===== config.mk =====
export PLATFORM = sky130hd
export DESIGN_NAME = pbe_div
export DESIGN_NICKNAME = d
export VERILOG_FILES = /design/src/rtl/core/pbe_pkg.sv /design/src/rtl/core/pbe_div.sv
export SDC_FILE = /design/constraint.sdc
export NUM_CORES = 2
export LEC_CHECK = 0
export ABC_AREA = 0
export BUFFER_PORTS_ARGS = -buffer_cell sky130_fd_sc_hd__buf_4
export CORE_ASPECT_RATIO = 0.6
export CORE_MARGIN = 2
export CORE_UTILIZATION = 45
export CTS_CLUSTER_DIAMETER = 200
export DETAILED_ROUTE_END_ITERATION = 6
export GPL_TIMING_DRIVEN = 0
export PLACE_DENSITY = 0.63
export SLEW_MARGIN = 10
export SYNTH_ARGS = -nofsm -noshare
export SYNTH_HDL_FRONTEND = slang
export SYNTH_SLANG_ARGS = --single-unit

===== constraint.sdc =====
create_clock -name clk -period 22.3 [get_ports clk]
set_input_delay 1.115 -clock clk [delete_from_list [all_inputs] [get_ports clk]]
set_output_delay 1.115 -clock clk [all_outputs]
set_load 0.005 [all_outputs]

===== src/rtl/core/pbe_pkg.sv =====
// Shared constants, edge table and types for the plane/box edge intersection block.
// Has no dependencies. Every other file in rtl/core uses it.
package pbe_pkg;

  localparam int CW         = 32;               // Q16.16 coordinate width
  localparam int NW         = 16;               // Q2.14 normal component width
  localparam int PW         = CW + NW;          // one exact product
  localparam int NUM_W      = CW + NW + 3;      // d and the edge numerator
  localparam int DIV_STEPS  = 4;                // quotient bits per divider stage
  localparam int DIV_STAGES = (NUM_W + DIV_STEPS - 1) / DIV_STEPS;
  localparam int QW         = DIV_STAGES * DIV_STEPS;
  localparam int EW         = 4;

  localparam logic [EW-1:0] LAST_EDGE = EW'(11);

  localparam logic [1:0] AXIS_X = 2'd0;
  localparam logic [1:0] AXIS_Y = 2'd1;
  localparam logic [1:0] AXIS_Z = 2'd2;

  // Axis along which an edge runs.
  function automatic logic [1:0] edge_free(input logic [EW-1:0] e);
    logic [1:0] f;
    unique case (e)
      4'd0, 4'd2, 4'd4, 4'd6: f = AXIS_X;
      4'd1, 4'd3, 4'd5, 4'd7: f = AXIS_Y;
      default:                f = AXIS_Z;
    endcase
    return f;
  endfunction

  // Corner select per axis as {z, y, x}; a set bit picks the high corner.
  function automatic logic [2:0] edge_sel(input logic [EW-1:0] e);
    logic [2:0] s;
    unique case (e)
      4'd1, 4'd9:  s = 3'b001;
      4'd2, 4'd10: s = 3'b010;
      4'd4, 4'd7:  s = 3'b100;
      4'd5:        s = 3'b101;
      4'd6:        s = 3'b110;
      4'd11:       s = 3'b011;
      default:     s = 3'b000;
    endcase
    return s;
  endfunction

  // Per-edge data that rides along the divider pipeline.
  typedef struct packed {
    logic                 item_end;
    logic                 skip;
    logic                 neg;
    logic [EW-1:0]        edge_id;
    logic [1:0]           free;
    logic signed [CW-1:0] vx;
    logic signed [CW-1:0] vy;
    logic signed [CW-1:0] vz;
    logic signed [CW-1:0] lo_f;
    logic signed [CW-1:0] hi_f;
  } tag_t;

  // One tested edge after the range check.
  typedef struct packed {
    logic                 hit;
    logic                 item_end;
    logic [EW-1:0]        edge_id;
    logic signed [CW-1:0] x;
    logic signed [CW-1:0] y;
    logic signed [CW-1:0] z;
  } res_t;

endpackage


===== src/rtl/core/pbe_div.sv =====
// Pipelined unsigned restoring divider, DIV_STEPS quotient bits per stage.
// Depends on pbe_pkg; the tag travels alongside each dividend.
module pbe_div (
  input  logic                  clk,
  input  logic                  rst_n,
  input  logic                  en,
  input  logic                  in_valid,
  input  logic [pbe_pkg::QW-1:0] in_num,
  input  logic [pbe_pkg::NW-1:0] in_den,
  input  pbe_pkg::tag_t         in_tag,
  output logic                  out_valid,
  output logic [pbe_pkg::QW-1:0] out_quot,
  output pbe_pkg::tag_t         out_tag
);

  localparam int NS = pbe_pkg::DIV_STAGES;
  localparam int NW = pbe_pkg::NW;
  localparam int QW = pbe_pkg::QW;

  logic              valid_r [NS];
  logic [QW-1:0]     quo_r   [NS];
  pbe_pkg::tag_t     tag_r   [NS];
  logic [NW-1:0]     rem_r   [NS-1];
  logic [NW-1:0]     den_r   [NS-1];
  logic [NW-1:0]     rem_nxt [NS];
  logic [QW-1:0]     quo_nxt [NS];

  for (genvar s = 0; s < NS; s++) begin : g_stg
    logic          v_in;
    logic [NW-1:0] r_in;
    logic [NW-1:0] d_in;
    logic [QW-1:0] a_in;
    pbe_pkg::tag_t t_in;

    if (s == 0) begin : g_first
      assign v_in = in_valid;
      assign r_in = '0;
      assign d_in = in_den;
      assign a_in = in_num;
      assign t_in = in_tag;
    end else begin : g_next
      assign v_in = valid_r[s-1];
      assign r_in = rem_r[s-1];
      assign d_in = den_r[s-1];
      assign a_in = quo_r[s-1];
      assign t_in = tag_r[s-1];
    end

    // The dividend shifts out at the top while quotient bits shift in at the bottom.
    always_comb begin : step
      logic [NW:0]   t;
      logic [NW-1:0] r;
      logic [QW-1:0] a;
      r = r_in;
      a = a_in;
      for (int k = 0; k < pbe_pkg::DIV_STEPS; k++) begin
        t = {r, a[QW-1]};
        a = {a[QW-2:0], 1'b0};
        if (t >= {1'b0, d_in}) begin
          t    = t - {1'b0, d_in};
          a[0] = 1'b1;
        end
        r = t[NW-1:0];
      end
      rem_nxt[s] = r;
      quo_nxt[s] = a;
    end

    always_ff @(posedge clk) begin
      if (!rst_n) begin
        valid_r[s] <= 1'b0;
      end else if (en) begin
        valid_r[s] <= v_in;
      end
    end

    always_ff @(posedge clk) begin
      if (en) begin
        quo_r[s] <= quo_nxt[s];
        tag_r[s] <= t_in;
      end
    end

    if (s < NS - 1) begin : g_carry
      always_ff @(posedge clk) begin
        if (en) begin
          rem_r[s] <= rem_nxt[s];
          den_r[s] <= d_in;
        end
      end
    end
  end

  assign out_valid = valid_r[NS-1];
  assign out_quot  = quo_r[NS-1];
  assign out_tag   = tag_r[NS-1];

endmodule


==> impl_results.md <==
- Run status: finished, final reports clean
- Post-route ant nets: 0
- H-Tree Depth: 5
- Rel. slew slack: 24.5%
- Post-synth ARST share: 0%
- Routed via count: 80,400
- Post-Route WL: 303 mm
- 1st-pass router iterations: 6
- Post_cts resized: 0
- CTS Buffer Depth: 4
- Max incr delay on CP: 0.75 ns
- Die H: 442 microns
- FF+latch count, synth: 3,270
- Peak Freq: 0.0625 GHz
- Die area: 324,000 sq um
- Skew-Pair Late Insertion Delay: 0.88 ns
- Most frequent cells in the layout: edfxtp_1 (3,269), ha_1 (818), a21oi_1 (604), inv_1 (514), nor2_1 (475)
- Input/output buffers: 462
- Mapped Cells: 9,595
- Area leader, netlist: edfxtp_1
- Initial Utilization: 45.3%
- WHS: 0.372 ns
- Leading post-synthesis cells by cell area: edfxtp_1 (68%), ha_1 (7.1%), mux2_2 (3.0%), xnor2_1 (2.3%), a21oi_1 (2.1%)
- Congestion Overflow GR: 0
- Final setup TNS: 0 ns
- Cell Area, Synth: 144,000 sq um
- CTS Buf Count: 306
- Post-CTS Setup Inserts: 0
- Post-layout nets: 11,500
- Per-cell routed wire length: 20.4 microns
- HPWL Detailed: 222 mm
- DR iter-0 viols: 7,696
- Sinks on Clock Net: 3,270
- Seq/Total Area, Yosys: 68.3%
- Max-Cap Viols: 0
- Total track usage: 18.2%
- First-pass GRT wire length: 458 mm
- Hold_buf cts: 0
- Io pins: 463
- Layout cells sized above 1: 13.7%
- Worst Path Max Fanout: 10
- Tightest Hold Check Type: flop to flop
- Top FF cell, synth: edfxtp_1
- DRC Markers: 0
- Syn nets: 10,700
- RSZ-0062 raised after global routing: no
- Core area: 317,000 sq um
- Required time of the critical path: 22.88 ns
- Period utilisation layout: 71.8%
- Worst path buffer plus inverter count: 9
- Final setup viols: 0
- Worst clock skew: 0.0867 ns
- CTS tree: built
- Final Hold Viols: 0
- Fill count: 26,000
- Synth warn: 0
- Commonest non-fill, non-tap cell in the layout: edfxtp_1
- Cell Rows: 160
- Initial antenna violation count: 15
- Drt via density: 5.42
- Number of global-route vias before repair: 75,700
- Distinct cells, synth: 106
- WP data arrival: 16.59 ns
- Critical path class: flop to flop
- P&R area growth vs syn: 13.3%
- Type of origin of the critical path: flop
- Root cell of the clock tree: clkbuf_16
- CP top delay family: compound AO/OA/AOI/OAI gates
- Worst-path clk slew: 0.06 ns
- Worst slew pin tran: 1.12 ns
- Largest net degree at the start of global routing: 186
- Post-synth top area share: 68.3%
- Die X: 734 microns
- Avg Cell Area, Syn: 15.0 sq um
- Tmin final: 16.01 ns
- EDFF count, synth: 3,269
- Slew Limit Fails: 0
- Slowest CP cell: o41ai_1
- GPL Wtd Cong: 0.943
- Critical Path End Type: flop
state kept, by name, indices dropped and copies added (netlist names):
signal and flops:
quo_r 676, den_r 192, rem_r 192, valid_r 13
tag_r 2197
synthesized netlist by cell type, types with 56 or more instances:
master,number
nor3_1,152
o21bai_1,74
clkbuf_1,60
nand2_1,443
mux2_2,388
or3_1,56
nand3_1,137
o21ai_0,402
mux2i_1,80
inv_1,514
edfxtp_1,3269
xor2_1,183
a21o_1,217
xnor2_1,379
a21oi_1,604
nand4_1,123
ha_1,818
nand2b_1,88
nor2_1,475
o21a_1,135
nor2b_1,126
logic make-up (layout without fill, tap and decap cells):
group           Yosys count  in the layout  synth area share, %
flops                  3270           3270                 68.3
other cells               0              1                    0
xor+xnor                562            562                 3.43
simple gates           1834           1834                 6.23
fa+ha+maj               868            868                 7.82
compound gates         1947           1947                 8.76
mux                     483            483                 3.75
buf+inv                 631           1654                 1.69
layer usage:
metal / track usage, % / part of all wire [%]
met1: 30.7 / 53
met2: 23.3 / 38
met3: 4.20 / 7.7
met4: 3.46 / 1.7
met5: 0 / 0.0033
cell type report:
class,instances,area [sq um],area share (%)
Buffer,108,464,0.285
Timing Repair Buffer,483,4070,2.50
Clock inverter,166,1730,1.06
Multi-Input combinational cell,5694,43100,26.5
Clock buffer,374,8020,4.93
Antenna cell,1,2.50,0.00154
Tap cell,4212,5270,3.24
Inverter,523,1960,1.21
Sequential cell,3270,98200,60.3
metrics by stage:
step	area (sq um)	instances	worst slack, ns	utilization, %
CTS	163000	14800	7.19	51.3
floorplan	144000	9595	11.40	-
global placement	152000	14300	-11.23	48.0
global route	163000	14800	5.78	51.3
finish	163000	14800	6.29	51.3
detailed placement	153000	14300	7.29	48.2
path summary, 6_finish.rpt:
check | startpoint | to | slack [ns] | cells after the start
max | den_r[2][40] | rem_r[2][55] | 6.29 | 46
min | tag_r[0][1341] | tag_r[1][158] | 0.37 | 0
max reg2reg | den_r[2][40] | rem_r[2][55] | 6.29 | 46
min reg2reg | tag_r[0][1341] | tag_r[1][158] | 0.37 | 0
Power is left out: the tool's default activity adds up to more than one toggle a clock period on the data nets, which glitch-free logic cannot reach.
